--- config.mk ---
export PLATFORM = sky130hd
export DESIGN_NAME = tagged_binary_record_parser
export DESIGN_NICKNAME = d
export VERILOG_FILES = /design/src/rtl/core/tbrp_pkg.sv /design/src/rtl/core/tbrp_scope_stack.sv /design/src/rtl/core/tbrp_parser.sv /design/src/rtl/core/tagged_binary_record_parser.sv
export SDC_FILE = /design/constraint.sdc
export NUM_CORES = 1
export LEC_CHECK = 0
export BUFFER_PORTS_ARGS = -buffer_cell sky130_fd_sc_hd__buf_2
export CAP_MARGIN = 40
export CORE_ASPECT_RATIO = 1.5
export CORE_MARGIN = 2
export CORE_UTILIZATION = 35
export DETAILED_ROUTE_END_ITERATION = 10
export GPL_TIMING_DRIVEN = 0
export PLACE_DENSITY = 0.51
export SLEW_MARGIN = 20
export SYNTH_ARGS = -nofsm -noshare
export SYNTH_HDL_FRONTEND = slang
export SYNTH_HIERARCHICAL = 1
export SYNTH_SLANG_ARGS = --single-unit
--- constraint.sdc ---
create_clock -name clk -period 9.15 [get_ports clk]
set_input_delay 1.83 -clock clk [delete_from_list [all_inputs] [get_ports clk]]
set_output_delay 1.83 -clock clk [all_outputs]
set_load 0.005 [all_outputs]
--- src/rtl/core/tbrp_pkg.sv ---
// ----------------------------------------------------------------------------
// Tagged binary record parser package
// Shared result and stack-control types, item kinds and error codes.
// ----------------------------------------------------------------------------
package tbrp_pkg;

  localparam int MAX_DEPTH_DEF = 64;
  localparam int MAX_NAMES_DEF = 4096;

  // Item kinds on the result channel
  localparam logic [3:0] KIND_END     = 4'd0;
  localparam logic [3:0] KIND_OBJECT  = 4'd1;
  localparam logic [3:0] KIND_ARRAY   = 4'd2;
  localparam logic [3:0] KIND_NULL    = 4'd3;
  localparam logic [3:0] KIND_BOOL    = 4'd4;
  localparam logic [3:0] KIND_UINT    = 4'd5;
  localparam logic [3:0] KIND_SINT    = 4'd6;
  localparam logic [3:0] KIND_FP32    = 4'd7;
  localparam logic [3:0] KIND_FP64    = 4'd8;
  localparam logic [3:0] KIND_STRING  = 4'd9;
  localparam logic [3:0] KIND_BINARY  = 4'd10;
  localparam logic [3:0] KIND_PAYLOAD = 4'd11;
  localparam logic [3:0] KIND_NAME    = 4'd12;
  localparam logic [3:0] KIND_ERROR   = 4'd13;

  // Error codes
  localparam logic [2:0] ERR_NONE      = 3'd0;
  localparam logic [2:0] ERR_OVERLONG  = 3'd1;
  localparam logic [2:0] ERR_BAD_INDEX = 3'd2;
  localparam logic [2:0] ERR_UNDERFLOW = 3'd3;
  localparam logic [2:0] ERR_BAD_FLAG  = 3'd4;
  localparam logic [2:0] ERR_OVERFLOW  = 3'd5;
  localparam logic [2:0] ERR_TOO_BIG   = 3'd6;

  typedef struct packed {
    logic push;
    logic pop;
    logic push_obj;
  } stack_ctrl_t;

  typedef struct packed {
    logic [3:0]  kind;
    logic [63:0] value;
    logic        has_name;
    logic [11:0] name_ref;
    logic [6:0]  nest_depth;
    logic        run_last;
    logic [2:0]  error_code;
  } result_t;

endpackage

--- src/rtl/core/tbrp_scope_stack.sv ---
// ----------------------------------------------------------------------------
// Scope stack
// Holds the kind of every open scope. The top entry and the one below it sit
// in registers; deeper entries live in a memory with a registered read port.
// ----------------------------------------------------------------------------
module tbrp_scope_stack
  import tbrp_pkg::*;
#(
  parameter int MAX_DEPTH = MAX_DEPTH_DEF
) (
  input  logic                               clk,
  input  logic                               rst,
  input  logic                               step,
  input  stack_ctrl_t                        ctrl,
  output logic [$clog2(MAX_DEPTH + 1) - 1:0] depth,
  output logic                               in_obj
);

  localparam int DEPTH_W = $clog2(MAX_DEPTH + 1);
  localparam int ADDR_W  = (MAX_DEPTH > 1) ? $clog2(MAX_DEPTH) : 1;

  logic               mem [MAX_DEPTH];
  logic               top_obj;
  logic               below_obj;
  logic [DEPTH_W-1:0] depth_next;
  logic [DEPTH_W-1:0] wr_full;
  logic [DEPTH_W-1:0] rd_full;
  logic [ADDR_W-1:0]  wr_addr;
  logic [ADDR_W-1:0]  rd_addr;
  logic               do_push;
  logic               do_pop;

  assign do_push = step && ctrl.push;
  assign do_pop  = step && ctrl.pop;

  always_comb begin
    depth_next = depth;
    if (do_push) begin
      depth_next = depth + DEPTH_W'(1);
    end else if (do_pop) begin
      depth_next = depth - DEPTH_W'(1);
    end
  end

  // The memory holds every entry under the top one. The read port always
  // follows the entry just below the top after this beat.
  assign wr_full = depth - DEPTH_W'(1);
  assign rd_full = depth_next - DEPTH_W'(2);
  assign wr_addr = wr_full[ADDR_W-1:0];
  assign rd_addr = (depth_next >= DEPTH_W'(2)) ? rd_full[ADDR_W-1:0] : '0;

  always_ff @(posedge clk) begin
    if (do_push && depth != '0) begin
      mem[wr_addr] <= top_obj;
    end
    // A push writes the address that is read next, so forward the old top.
    if (do_push) begin
      below_obj <= top_obj;
    end else begin
      below_obj <= mem[rd_addr];
    end
  end

  always_ff @(posedge clk) begin
    if (rst) begin
      depth   <= '0;
      top_obj <= 1'b0;
    end else begin
      depth <= depth_next;
      if (do_push) begin
        top_obj <= ctrl.push_obj;
      end else if (do_pop) begin
        top_obj <= below_obj;
      end
    end
  end

  assign in_obj = (depth != '0) && top_obj;

endmodule

--- src/rtl/core/tbrp_parser.sv ---
// ----------------------------------------------------------------------------
// Parser step
// Decodes one stream byte against the parse state and gives at most one
// result per byte. Holds the phase, accumulator, counters and name state.
// ----------------------------------------------------------------------------
module tbrp_parser
  import tbrp_pkg::*;
#(
  parameter int MAX_DEPTH = MAX_DEPTH_DEF,
  parameter int MAX_NAMES = MAX_NAMES_DEF
) (
  input  logic                               clk,
  input  logic                               rst,
  input  logic                               step,
  input  logic [7:0]                         in_byte,
  input  logic [$clog2(MAX_DEPTH + 1) - 1:0] depth,
  input  logic                               in_obj,
  output stack_ctrl_t                        stk,
  output logic                               res_vld,
  output result_t                            res
);

  localparam int DEPTH_W = $clog2(MAX_DEPTH + 1);
  localparam int NAME_W  = $clog2(MAX_NAMES + 1);

  localparam int VLQ_GROUP_BITS = 7;
  localparam int VLQ_LAST_GROUP = 9;
  localparam int VLQ_MORE_BIT   = 7;

  localparam int F_NUMBER  = 0;
  localparam int F_NAMED   = 1;
  localparam int F_INDEXED = 2;
  localparam int F_NEG     = 3;  // negative integer, or null when not a number
  localparam int F_FP32    = 4;  // fp32, or binary when not a number
  localparam int F_FP64    = 5;  // fp64, or string when not a number
  localparam int F_TRUE    = 6;  // true, or object when not a number
  localparam int F_FALSE   = 7;  // false, or array when not a number

  typedef enum logic [2:0] {
    PH_FLAG,
    PH_NAME_IDX,
    PH_NAME_LEN,
    PH_NAME_BYTES,
    PH_INT,
    PH_FP,
    PH_LEN,
    PH_PAYLOAD
  } phase_t;

  function automatic logic has_body(input logic [7:0] f);
    logic r;
    if (!f[F_NUMBER] && (f[F_TRUE] || f[F_FALSE])) begin
      r = 1'b0;
    end else if (f[F_NUMBER]) begin
      r = !(f[F_TRUE] || f[F_FALSE]);
    end else begin
      r = f[F_FP32] || f[F_FP64];
    end
    return r;
  endfunction

  phase_t            phase;
  logic [7:0]        held_flag;
  logic [63:0]       acc;
  logic [3:0]        grp;
  logic [31:0]       bytes_left;
  logic [NAME_W-1:0] names_seen;
  logic [NAME_W-1:0] current_name;
  logic              name_valid;
  logic              failed;

  phase_t            phase_next;
  logic [7:0]        held_flag_next;
  logic [63:0]       acc_next;
  logic [3:0]        grp_next;
  logic [31:0]       bytes_left_next;
  logic [NAME_W-1:0] names_seen_next;
  logic [NAME_W-1:0] current_name_next;
  logic              name_valid_next;
  logic              failed_next;

  // Shared datapath pieces
  logic [6:0]  vlq_shamt;
  logic [63:0] vlq_acc;
  logic        vlq_over;
  logic        vlq_done;
  logic [63:0] fp_acc;
  logic [31:0] bl_dec;
  logic        idx_bad;

  assign vlq_shamt = 7'(grp * VLQ_GROUP_BITS);
  assign vlq_acc   = acc | ({57'b0, in_byte[6:0]} << vlq_shamt);
  assign vlq_over  = in_byte[VLQ_MORE_BIT] && (grp == 4'(VLQ_LAST_GROUP));
  assign vlq_done  = !in_byte[VLQ_MORE_BIT];
  assign fp_acc    = acc | ({56'b0, in_byte} << {grp[2:0], 3'b000});
  assign bl_dec    = bytes_left - 32'd1;
  assign idx_bad   = (|vlq_acc[63:NAME_W]) || (vlq_acc[NAME_W-1:0] >= names_seen);

  // Start of an item once its flag (and any name head) is known
  logic [7:0] fsel;
  logic       bi_emit;
  logic [3:0] bi_kind;
  logic       bi_bool;
  logic       bi_fail;
  logic [2:0] bi_err;
  logic       bi_push;
  logic       bi_pop;
  logic       bi_vlq_reset;
  logic       bi_load_fp;
  phase_t     bi_phase;

  assign fsel = (phase == PH_FLAG) ? in_byte : held_flag;

  always_comb begin
    bi_emit      = 1'b0;
    bi_kind      = KIND_END;
    bi_bool      = 1'b0;
    bi_fail      = 1'b0;
    bi_err       = ERR_NONE;
    bi_push      = 1'b0;
    bi_pop       = 1'b0;
    bi_vlq_reset = 1'b0;
    bi_load_fp   = 1'b0;
    bi_phase     = PH_FLAG;
    priority if (fsel == 8'd0) begin
      if (depth == '0) begin
        bi_fail = 1'b1;
        bi_err  = ERR_UNDERFLOW;
      end else begin
        bi_pop  = 1'b1;
        bi_emit = 1'b1;
        bi_kind = KIND_END;
      end
    end else if (!fsel[F_NUMBER] && (fsel[F_TRUE] || fsel[F_FALSE])) begin
      if (depth >= DEPTH_W'(MAX_DEPTH)) begin
        bi_fail = 1'b1;
        bi_err  = ERR_OVERFLOW;
      end else begin
        bi_push = 1'b1;
        bi_emit = 1'b1;
        bi_kind = fsel[F_TRUE] ? KIND_OBJECT : KIND_ARRAY;
      end
    end else if (fsel[F_NUMBER]) begin
      if (fsel[F_TRUE] || fsel[F_FALSE]) begin
        bi_emit = 1'b1;
        bi_kind = KIND_BOOL;
        bi_bool = fsel[F_TRUE];
      end else if (fsel[F_FP32] || fsel[F_FP64]) begin
        bi_vlq_reset = 1'b1;
        bi_load_fp   = 1'b1;
        bi_phase     = PH_FP;
      end else begin
        bi_vlq_reset = 1'b1;
        bi_phase     = PH_INT;
      end
    end else if (fsel[F_FP32] || fsel[F_FP64]) begin
      bi_vlq_reset = 1'b1;
      bi_phase     = PH_LEN;
    end else if (fsel[F_NEG]) begin
      bi_emit = 1'b1;
      bi_kind = KIND_NULL;
    end else begin
      bi_fail = 1'b1;
      bi_err  = ERR_BAD_FLAG;
    end
  end

  logic               use_bi;
  logic               to_name_bytes;
  logic               emit;
  logic [3:0]         r_kind;
  logic [63:0]        r_value;
  logic               r_last;
  logic [2:0]         r_err;
  logic [DEPTH_W-1:0] depth_next;
  logic [DEPTH_W+6:0] depth_ext;
  logic [NAME_W+11:0] name_ext;

  always_comb begin
    phase_next        = phase;
    held_flag_next    = held_flag;
    acc_next          = acc;
    grp_next          = grp;
    bytes_left_next   = bytes_left;
    names_seen_next   = names_seen;
    current_name_next = current_name;
    name_valid_next   = name_valid;
    failed_next       = failed;
    use_bi            = 1'b0;
    to_name_bytes     = 1'b0;
    emit              = 1'b0;
    r_kind            = KIND_END;
    r_value           = '0;
    r_last            = 1'b0;
    r_err             = ERR_NONE;
    stk               = '0;

    if (!failed) begin
      unique case (phase)
        PH_FLAG: begin
          held_flag_next  = in_byte;
          name_valid_next = 1'b0;
          if (in_byte[F_NAMED] && in_obj) begin
            acc_next   = '0;
            grp_next   = '0;
            phase_next = in_byte[F_INDEXED] ? PH_NAME_IDX : PH_NAME_LEN;
          end else begin
            use_bi = 1'b1;
          end
        end
        PH_NAME_IDX: begin
          acc_next = vlq_acc;
          grp_next = grp + 4'd1;
          if (vlq_over) begin
            emit  = 1'b1;
            r_err = ERR_OVERLONG;
          end else if (vlq_done) begin
            if (idx_bad) begin
              emit  = 1'b1;
              r_err = ERR_BAD_INDEX;
            end else begin
              current_name_next = vlq_acc[NAME_W-1:0];
              name_valid_next   = 1'b1;
              use_bi            = 1'b1;
            end
          end
        end
        PH_NAME_LEN: begin
          acc_next = vlq_acc;
          grp_next = grp + 4'd1;
          if (vlq_over) begin
            emit  = 1'b1;
            r_err = ERR_OVERLONG;
          end else if (vlq_done) begin
            if (|vlq_acc[63:32]) begin
              emit  = 1'b1;
              r_err = ERR_TOO_BIG;
            end else if (names_seen >= NAME_W'(MAX_NAMES)) begin
              emit  = 1'b1;
              r_err = ERR_OVERFLOW;
            end else begin
              current_name_next = names_seen;
              names_seen_next   = names_seen + NAME_W'(1);
              name_valid_next   = 1'b1;
              bytes_left_next   = vlq_acc[31:0];
              if (vlq_acc[31:0] == 32'd0) begin
                use_bi = 1'b1;
              end else if (!has_body(held_flag)) begin
                // Item without a body is reported before its name bytes.
                use_bi        = 1'b1;
                to_name_bytes = 1'b1;
              end else begin
                phase_next = PH_NAME_BYTES;
              end
            end
          end
        end
        PH_NAME_BYTES: begin
          bytes_left_next = bl_dec;
          emit            = 1'b1;
          r_kind          = KIND_NAME;
          r_value         = {56'b0, in_byte};
          r_last          = (bl_dec == 32'd0);
          if (bl_dec == 32'd0) begin
            if (has_body(held_flag)) begin
              use_bi = 1'b1;
            end else begin
              phase_next = PH_FLAG;
            end
          end
        end
        PH_INT: begin
          acc_next = vlq_acc;
          grp_next = grp + 4'd1;
          if (vlq_over) begin
            emit  = 1'b1;
            r_err = ERR_OVERLONG;
          end else if (vlq_done) begin
            phase_next = PH_FLAG;
            emit       = 1'b1;
            if (held_flag[F_NEG]) begin
              r_kind  = KIND_SINT;
              r_value = 64'd0 - vlq_acc;
            end else begin
              r_kind  = KIND_UINT;
              r_value = vlq_acc;
            end
          end
        end
        PH_FP: begin
          acc_next        = fp_acc;
          grp_next        = grp + 4'd1;
          bytes_left_next = bl_dec;
          if (bl_dec == 32'd0) begin
            phase_next = PH_FLAG;
            emit       = 1'b1;
            r_kind     = held_flag[F_FP32] ? KIND_FP32 : KIND_FP64;
            r_value    = fp_acc;
          end
        end
        PH_LEN: begin
          acc_next = vlq_acc;
          grp_next = grp + 4'd1;
          if (vlq_over) begin
            emit  = 1'b1;
            r_err = ERR_OVERLONG;
          end else if (vlq_done) begin
            if (|vlq_acc[63:32]) begin
              emit  = 1'b1;
              r_err = ERR_TOO_BIG;
            end else begin
              bytes_left_next = vlq_acc[31:0];
              phase_next      = (vlq_acc[31:0] != 32'd0) ? PH_PAYLOAD : PH_FLAG;
              emit            = 1'b1;
              r_kind          = held_flag[F_FP32] ? KIND_BINARY : KIND_STRING;
              r_value         = vlq_acc;
            end
          end
        end
        PH_PAYLOAD: begin
          bytes_left_next = bl_dec;
          if (bl_dec == 32'd0) begin
            phase_next = PH_FLAG;
          end
          emit    = 1'b1;
          r_kind  = KIND_PAYLOAD;
          r_value = {56'b0, in_byte};
          r_last  = (bl_dec == 32'd0);
        end
      endcase

      // Any error code raised above is a fault
      if (emit && r_err != ERR_NONE) begin
        r_kind          = KIND_ERROR;
        r_value         = '0;
        failed_next     = 1'b1;
        name_valid_next = 1'b0;
      end

      if (use_bi) begin
        phase_next = bi_phase;
        if (bi_vlq_reset) begin
          acc_next = '0;
          grp_next = '0;
        end
        if (bi_load_fp) begin
          bytes_left_next = fsel[F_FP32] ? 32'd4 : 32'd8;
        end
        stk.push     = bi_push;
        stk.pop      = bi_pop;
        stk.push_obj = fsel[F_TRUE];
        if (bi_pop) begin
          name_valid_next = 1'b0;
        end
        if (bi_fail) begin
          failed_next     = 1'b1;
          name_valid_next = 1'b0;
          emit            = 1'b1;
          r_kind          = KIND_ERROR;
          r_value         = '0;
          r_err           = bi_err;
        end else if (bi_emit && !emit) begin
          emit    = 1'b1;
          r_kind  = bi_kind;
          r_value = {63'b0, bi_bool};
        end
        if (to_name_bytes && !bi_fail) begin
          phase_next = PH_NAME_BYTES;
        end
      end
    end
  end

  always_comb begin
    depth_next = depth;
    if (stk.push) begin
      depth_next = depth + DEPTH_W'(1);
    end else if (stk.pop) begin
      depth_next = depth - DEPTH_W'(1);
    end
  end

  assign depth_ext = {7'b0, depth_next};
  assign name_ext  = {12'b0, current_name_next};

  assign res_vld        = emit;
  assign res.kind       = r_kind;
  assign res.value      = r_value;
  assign res.has_name   = name_valid_next;
  assign res.name_ref   = name_valid_next ? name_ext[11:0] : 12'd0;
  assign res.nest_depth = depth_ext[6:0];
  assign res.run_last   = r_last;
  assign res.error_code = r_err;

  always_ff @(posedge clk) begin
    if (rst) begin
      phase        <= PH_FLAG;
      held_flag    <= '0;
      acc          <= '0;
      grp          <= '0;
      bytes_left   <= '0;
      names_seen   <= '0;
      current_name <= '0;
      name_valid   <= 1'b0;
      failed       <= 1'b0;
    end else if (step) begin
      phase        <= phase_next;
      held_flag    <= held_flag_next;
      acc          <= acc_next;
      grp          <= grp_next;
      bytes_left   <= bytes_left_next;
      names_seen   <= names_seen_next;
      current_name <= current_name_next;
      name_valid   <= name_valid_next;
      failed       <= failed_next;
    end
  end

endmodule

--- src/rtl/core/tagged_binary_record_parser.sv ---
// ----------------------------------------------------------------------------
// Tagged binary record parser
// Parses a serialized tagged record stream, one byte per beat, into items.
// ----------------------------------------------------------------------------
// Input channel: in_valid/in_ready carry one stream byte per beat on in_byte.
// Output channel: out_valid/out_ready carry one parsed item per beat: kind,
// value, has_name, name_ref, nest_depth, run_last and error_code.
// A byte gives at most one item; many bytes (length and integer groups,
// float bytes, name heads) give none.
// A byte lands in an input register when it is accepted and is parsed from
// there; the item of the byte that completes it is captured in the output
// register and offered from there. A stall can hold either register.
// Throughput: one byte per cycle unless the receiver stalls the output
// register, which the parse step feeds; scope pushes and pops never stall.
// Reset clears the parse state, the name count and the scope depth. A
// malformed stream gives one error item and then every further byte is
// swallowed without a result until the next reset.
// When the receiver stalls, the output register holds its item and the
// input register holds one more byte; in_ready then falls until the
// output beat completes.
// ----------------------------------------------------------------------------
module tagged_binary_record_parser
  import tbrp_pkg::*;
#(
  parameter int MAX_DEPTH = MAX_DEPTH_DEF,
  parameter int MAX_NAMES = MAX_NAMES_DEF
) (
  input  logic        clk,
  input  logic        rst,
  input  logic        in_valid,
  output logic        in_ready,
  input  logic [7:0]  in_byte,
  output logic        out_valid,
  input  logic        out_ready,
  output logic [3:0]  kind,
  output logic [63:0] value,
  output logic        has_name,
  output logic [11:0] name_ref,
  output logic [6:0]  nest_depth,
  output logic        run_last,
  output logic [2:0]  error_code
);

  localparam int DEPTH_W = $clog2(MAX_DEPTH + 1);

  logic               byte_vld;
  logic [7:0]         byte_q;
  logic               step;
  stack_ctrl_t        stk;
  logic [DEPTH_W-1:0] depth;
  logic               in_obj;
  logic               res_vld;
  result_t            res;
  result_t            out_q;

  // The parse step advances whenever a byte is held and the output register is free this cycle.
  assign step     = byte_vld && (!out_valid || out_ready);
  assign in_ready = !byte_vld || !out_valid || out_ready;

  always_ff @(posedge clk) begin
    if (rst) begin
      byte_vld <= 1'b0;
    end else if (in_ready) begin
      byte_vld <= in_valid;
    end
  end

  always_ff @(posedge clk) begin
    if (in_ready && in_valid) begin
      byte_q <= in_byte;
    end
  end

  tbrp_scope_stack #(
    .MAX_DEPTH (MAX_DEPTH)
  ) u_stack (
    .clk    (clk),
    .rst    (rst),
    .step   (step),
    .ctrl   (stk),
    .depth  (depth),
    .in_obj (in_obj)
  );

  tbrp_parser #(
    .MAX_DEPTH (MAX_DEPTH),
    .MAX_NAMES (MAX_NAMES)
  ) u_parser (
    .clk     (clk),
    .rst     (rst),
    .step    (step),
    .in_byte (byte_q),
    .depth   (depth),
    .in_obj  (in_obj),
    .stk     (stk),
    .res_vld (res_vld),
    .res     (res)
  );

  always_ff @(posedge clk) begin
    if (rst) begin
      out_valid <= 1'b0;
    end else if (step) begin
      out_valid <= res_vld;
    end else if (out_ready) begin
      out_valid <= 1'b0;
    end
  end

  always_ff @(posedge clk) begin
    if (step && res_vld) begin
      out_q <= res;
    end
  end

  assign kind       = out_q.kind;
  assign value      = out_q.value;
  assign has_name   = out_q.has_name;
  assign name_ref   = out_q.name_ref;
  assign nest_depth = out_q.nest_depth;
  assign run_last   = out_q.run_last;
  assign error_code = out_q.error_code;

`ifndef SYNTHESIS
  a_error_code_matches_kind: assert property (@(posedge clk) disable iff (rst)
    out_valid |-> ((kind == KIND_ERROR) == (error_code != ERR_NONE)))
    else $error("error code does not agree with item kind");

  a_error_is_final: assert property (@(posedge clk) disable iff (rst)
    (out_valid && out_ready && kind == KIND_ERROR) |=> !out_valid)
    else $error("item offered after an error beat");

  a_run_last_on_runs: assert property (@(posedge clk) disable iff (rst)
    (out_valid && run_last) |-> (kind == KIND_PAYLOAD || kind == KIND_NAME))
    else $error("run_last set outside a payload or name run");

  a_name_not_on_end: assert property (@(posedge clk) disable iff (rst)
    (out_valid && has_name) |-> (kind != KIND_END && kind != KIND_ERROR))
    else $error("field name attached to scope end or error");
`endif

endmodule
# Yosys cells after proc, flatten, opt, wreduce, memory -nomap -nowiden
# Memory sizes are Yosys's and may differ from the RTL's.
# Cells that the tools add are included.
# word_totals
reg_bits	249
latchBits	0
ramBits	64
romBits	0
output_inout_bits	94
word_cells	342
mem_count	1
# memory_table
name	depth	word_bits	read_ports	rd_ports_with_merged_regs	write_ports	line	text
u_stack.mem	64	1	1	0	1	tbrp_scope_stack.sv:22	logic mem [MAX_DEPTH];
# classes
n_addsub	7
n_mul	1
div	0
n_lt_le_gt_ge	4
eq_ne	23
n_shift	2
mux	222
n_bitwise	8
n_reduce_logical	52
# op_table
op	count
64-bit 2-to-1 mux	14
32-bit 2-to-1 mux	9
64-bit case mux with 4 select lines	1
64-bit case mux with 3 select lines	1
3-bit 2-to-1 mux	44
64-bit OR	2
1-bit 2-to-1 mux	103
12-bit 2-to-1 mux	8
32-bit case mux with 3 select lines	1
4-bit 2-to-1 mux	20
32-bit zero test	2
7-bit by 7-bit left shift with 64-bit output	1
8-bit by 6-bit left shift with 64-bit output	1
1-bit by 64-bit subtractor with 64-bit output (first input constant)	1
51-bit OR reduction	1
32-bit nonzero test	1
32-bit OR reduction	1
32-bit by 1-bit subtractor with 32-bit output (second input constant)	1
7-bit 2-to-1 mux	4
3-bit != test (second input constant)	9
12-bit case mux with 2 select lines	1
4-bit case mux with 5 select lines	1
3-bit case mux with 6 select lines	1
18-bit AND reduction	1
other kinds (40)	90

# Depth between registers and ports, before layout
# An unclocked memory read counts as a cell.
# logic_depth
depth_word	28
ltp_mapped	28
depth_no_buf	23

# Modules after synthesis
# Netlist, hierarchy kept.
# by_module_without_submodules
module	instances	cells_per_inst	area_per_inst_um2	seq_area_each_um2
tbrp_parser	1	2025	13689.4	2762.6
tbrp_scope_stack	1	402	3925.0	2102.0
tagged_binary_record_parser	1	111	3105.5	3042.9

# Least setup slack after synthesis
# No wires, ideal clock.
# synth_timing
path_kind	reg2reg
from	register u_parser.grp[2]
to	register out_q (netlist bit error_code[0]) (enable)
t_arrival_ns	7.835
slack_ns	0.760
path_stages_with_launch	17
n_path_buf	2
cell_sequence	dfxtp_1 -> buf_2 -> nor2_1 -> buf_6 -> a31oi_1 -> ha_1 -> inv_1 -> a311oi_1 -> nand4_1 -> or4_1 -> a211oi_1 -> nor3_2 -> a21oi_2 -> nand2_1 -> a31oi_1 -> nand2_1 -> nor2b_1
# synth_via
elab_chain_len	17
elab_cells_between_ends	36
cone_classes	mul: 1; order compare: 1; eq/ne: 1; shift: 1; mux: 23; bitwise: 1; reduce/logical: 8
# synth_lines
item	line	text
from (decl)	tbrp_parser.sv:65	logic [3:0] grp;
from (signal assigned)	tbrp_parser.sv:410	grp <= grp_next;
4-bit by 3-bit multiplier with 7-bit output	tbrp_parser.sv:91	assign vlq_shamt = 7'(grp * VLQ_GROUP_BITS);
7-bit by 7-bit left shift with 64-bit output	tbrp_parser.sv:92	assign vlq_acc = acc | ({57'b0, in_byte[6:0]} << vlq_shamt);
64-bit OR	tbrp_parser.sv:92	
13-bit greater-or-equal comparator or 51-bit OR reduction (tied branches)	tbrp_parser.sv:97	assign idx_bad = (|vlq_acc[63:NAME_W]) || (vlq_acc[NAME_W-1:0] >= names_seen);
1-bit logical OR	tbrp_parser.sv:97	
1-bit 2-to-1 mux	tbrp_parser.sv:218	if (idx_bad) begin
1-bit 2-to-1 mux	tbrp_parser.sv:217	end else if (vlq_done) begin
1-bit 2-to-1 mux	tbrp_parser.sv:214	if (vlq_over) begin
(+2 left out)	-	
1-bit zero test	tbrp_parser.sv:362	end else if (bi_emit && !emit) begin
1-bit logical AND	tbrp_parser.sv:362	
1-bit 2-to-1 mux	tbrp_parser.sv:362	
1-bit 2-to-1 mux	tbrp_parser.sv:355	if (bi_fail) begin
1-bit 2-to-1 mux *	tbrp_parser.sv:340	if (use_bi) begin
1-bit 2-to-1 mux *	tbrp_parser.sv:198	if (!failed) begin
net res_vld	tagged_binary_record_parser.sv:52	logic res_vld;
1-bit logical AND *	tagged_binary_record_parser.sv:111	if (step && res_vld) begin
to (signal assigned)	tagged_binary_record_parser.sv:112	out_q <= res;
to (decl)	tagged_binary_record_parser.sv:54	result_t out_q;
# Mark *: on every way through the listed nets, which the timed path passes. The rest lies on a longest branch. The select of a mux whose other input is x is not followed.
# A chain may end at the register's enable or synchronous reset.

==> out/qor.yml <==
cts_hold_buf: 0
antenna_found_initial: 4
synth_top_area_share_pct: 23.77
synth_area_leaders: "edfxtp_1 (24%), dfxtp_1 (14%), a21oi_1 (7.0%)"
worstHoldEndpoint: "u_parser/held_flag[2]"
slew_headroom_pct: 32.34
critPathRequiredTime_ns: 9.60
row_count: 109
die_x_um: 202.7
r2r_slack_ns: 0.35
crit_type: "flip-flop to flip-flop"
ys_async_sr_fraction_pct: 0
drv_slew: 0
cellLeakagePower_nw: 8.599
dieArea_um2: 61200
wl_um: 114200
internal_power_w: 0.002913
initial_core_util_pct: 35.25
synth_top_family_by_area: "compound AO/OA/AOI/OAI gates"
yosys-top-cells-count: "nor2_1 (303), a21oi_1 (288), nand2_1 (251), clkbuf_1 (164), edfxtp_1 (164)"
r2r-end: "u_stack/below_obj"
synth_fa_ha_area_share_pct: 1.630
yosysMostFrequentCell: "nor2_1"
p_total_w: 0.004609
synth_area_um2: 20720
hold_class: "flip-flop to flip-flop"
synth.area.mux_share_pct: 1.377
final_nets: 2813
grt-ovfl-total: 0
htree_levels: 2
cp_max_fo: 10
portBuffers: 105
p_clk_share_pct: 35.6
ir_drop_mv: 0.1475
p_sw_w: 0.001696
ioPinCount: 106
power_frac_seq_pct: 34.8
hp-start: "u_parser/held_flag[2]"
timing.rr.start: "u_parser/grp[3]"
grt_pass1_wl_um: 161400
fin_crit_sh_pct: 96.14
yosysSeqAreaShare_pct: 38.16
hold_ws_ns: 0.4568
grt_usage_pct: 36.73
fin_worst_skew_ns: 0.03653
clkTransAtPathRegs_ns: 0.07
power_density_nw_per_um2: 187.8
tightest_slew_ns: 1.006
ys.flop_type: "edfxtp_1"
syn-num-nets: 2577
clkLatencyLatePin_ns: 0.60
swShare_pct: 36.80
crit_arrival_ns: 9.25
synth_top_cell_by_area: "edfxtp_1"
finalHoldViolCount: 0
min_period_ns: 8.797
synth-compound-area-share_pct: 28.01
ys_types: 98
coreArea_um2: 58780
maxCapViolations: 0
ant_nets: 0
p_comb_share_pct: 29.6
synth_seq_cells: 313
end_kind: "flip-flop"
synth-edff-count: 164
setup_viol: 0
cts.path.max_buffers: 3
vias: 22950
grt_max_degree: 51
die_h_um: 302.0
syn_avg_cell_area_um2: 8.164
rsz0062_at_grt: "false"
syn_to_final_growth_pct: 18.43
drcViolationCount: 0
cts_setup_buffers: 0
firstDrtPassIters: 7
drtIter0Drc: 2065
viasPerCell: 6.408
drive_gt1_share_pct: 13.63
grt_pass1_vias: 22130
cts_tree: "yes"
fmax_mhz: 113.7
cp-start-kind: "flip-flop"
min_path_cells: 2
synth-simple-area-share_pct: 22.08
routedWlPerCell_um: 31.88
dp_hpwl_um: 87410
synthXorXnorAreaFrac_pct: 3.496
cts_made_buffers: 38
clock-sinks: 313
cts_root_buf: "clkbuf_16"
status: "complete, no violations"
reg2reg_depth: 27
ys_warn_count: 6
place_congestion: 1.035
synthesis.instances: 2538
[registers in the layout (all words and copies together) (netlist names), 3 cells and up]
signal / count
u_parser/acc: 64
kind: 4
u_parser/names_seen: 13
name_ref: 12
u_stack/depth: 7
byte_q: 8
value: 64
u_parser/phase: 3
u_parser/held_flag: 8
u_parser/grp: 4
u_parser/current_name: 12
u_parser/bytes_left: 32
nest_depth: 7
u_stack/mem: 64
error_code: 3
[how the worst max path moves through the flow]
stage / startpoint / end / slack, ns / cells past startpoint
4_1_cts: u_parser/grp[0] / u_stack/below_obj / 0.25 / 26
5_1_grt: u_parser/grp[0] / u_stack/below_obj / 0.002 / 27
2_1_floorplan: u_parser/grp[2] / error_code[0] / 0.76 / 16
3_3_place_gp: u_parser/grp[0] / value[28] / -4.06 / 15
3_5_place_dp: u_parser/grp[3] / u_stack/below_obj / 0.29 / 26
6_report: u_parser/grp[3] / u_stack/below_obj / 0.35 / 27
[layer usage]
metal	track usage [%]	vias up	wire, µm
met4	31.86	8	12090
li1	-	9970	-
met5	0	-	61
met1	38.22	11070	39180
met3	7.520	521	8343
met2	63.17	1375	54480
[through the flow]
stage               area (µm²)  utilization (%)  instances  setup slack (ns)  TNS, ns
finish                   24540            41.75       3581            0.3533        0
global route             24540            41.74       3580          0.002329        0
CTS                      24380            41.47       3564            0.2453        0
detailed placement       23070            39.25       3495            0.2918        0
global placement         22220            37.80       3420            -4.062  -371.00
floorplan                20720                -       2538            0.7601        0
[cells by family (layout without fill, tap and decap cells)]
logic type,Yosys count,after routing
flip-flops,313,313
AO/OA/AOI/OAI,880,880
AND/OR/NAND/NOR,938,938
adder cells (fa/ha/maj),27,27
multiplexers,27,27
other,0,1
XOR/XNOR,81,81
buffers and inverters,272,537
[layout make-up]
class	instances	area (µm²)
antenna	1	2.502
buffer	216	877.1
clock buffer	46	1022
clock inverter	23	281.5
fill	6017	34240
inverter	56	210.2
multi-input combinational	1953	11840
sequential	313	7909
tap	777	972.2
timing repair buffer	196	1420
[critical path: stages, from the launching register on]
cell and delay, ns:
dfxtp_1 0.53, buf_4 0.27, nor2_1 0.14, buf_6 0.19
a31o_2 0.31, inv_1 0.41, ha_1 0.29, inv_1 0.06
a311oi_2 0.69, nand4_1 0.18, or4_1 0.80, a211oi_1 0.46
nor3_2 0.16, a211oi_1 0.54, buf_4 0.26, nand2_1 0.12
o221ai_1 0.33, clkbuf_1 0.47, clkbuf_2 0.38, ha_1 0.27
nand3_2 0.12, or3_1 0.33, buf_2 0.20, nor2_1 0.23
o21ai_0 0.13, a311oi_1 0.35, o2111ai_1 0.21, o311ai_1 0.16
[power by group through the flow]
stage          sequential, W  clock (W)  combinational, W
3_3_place_gp         0.00165          0           0.00124
3_5_place_dp         0.00163          0           0.00130
6_report             0.00160    0.00164           0.00136
2_1_floorplan        0.00165          0          0.000709
5_1_grt              0.00161    0.00171           0.00141
4_1_cts              0.00160    0.00167           0.00130
[cell usage in the layout (no fill, tap or decap), types with 23 or more instances in the layout]
cell / Yosys / final
nor2_1: 303 / 301
a21oi_1: 288 / 288
nand2_1: 251 / 251
clkbuf_1: 164 / 168
edfxtp_1: 164 / 164
dfxtp_1: 149 / 148
buf_2: 25 / 146
o21ai_0: 115 / 115
nand3_1: 76 / 76
inv_1: 55 / 55
o22ai_1: 54 / 54
nor3_1: 54 / 51
a31oi_1: 54 / 51
buf_6: 1 / 46
xnor2_1: 42 / 42
clkbuf_16: 0 / 39
xor2_1: 37 / 37
or3_1: 35 / 35
a22oi_1: 35 / 35
o211ai_1: 34 / 34
a211oi_1: 33 / 33
a21o_1: 31 / 31
nor4_1: 30 / 28
nor2b_1: 29 / 28
ha_1: 27 / 27
nand4_1: 26 / 26
buf_4: 7 / 25
a22o_1: 24 / 24
o2111ai_1: 23 / 23
[timing repair]
| item | in CTS | in global routing |
|---|---|---|
| setup endpoints to repair | 0 | 1 |
| gates resized for setup | 0 | 3 |
| endpoints found under the hold margin | 0 | 0 |
Power figures use the tool's default switching activity.
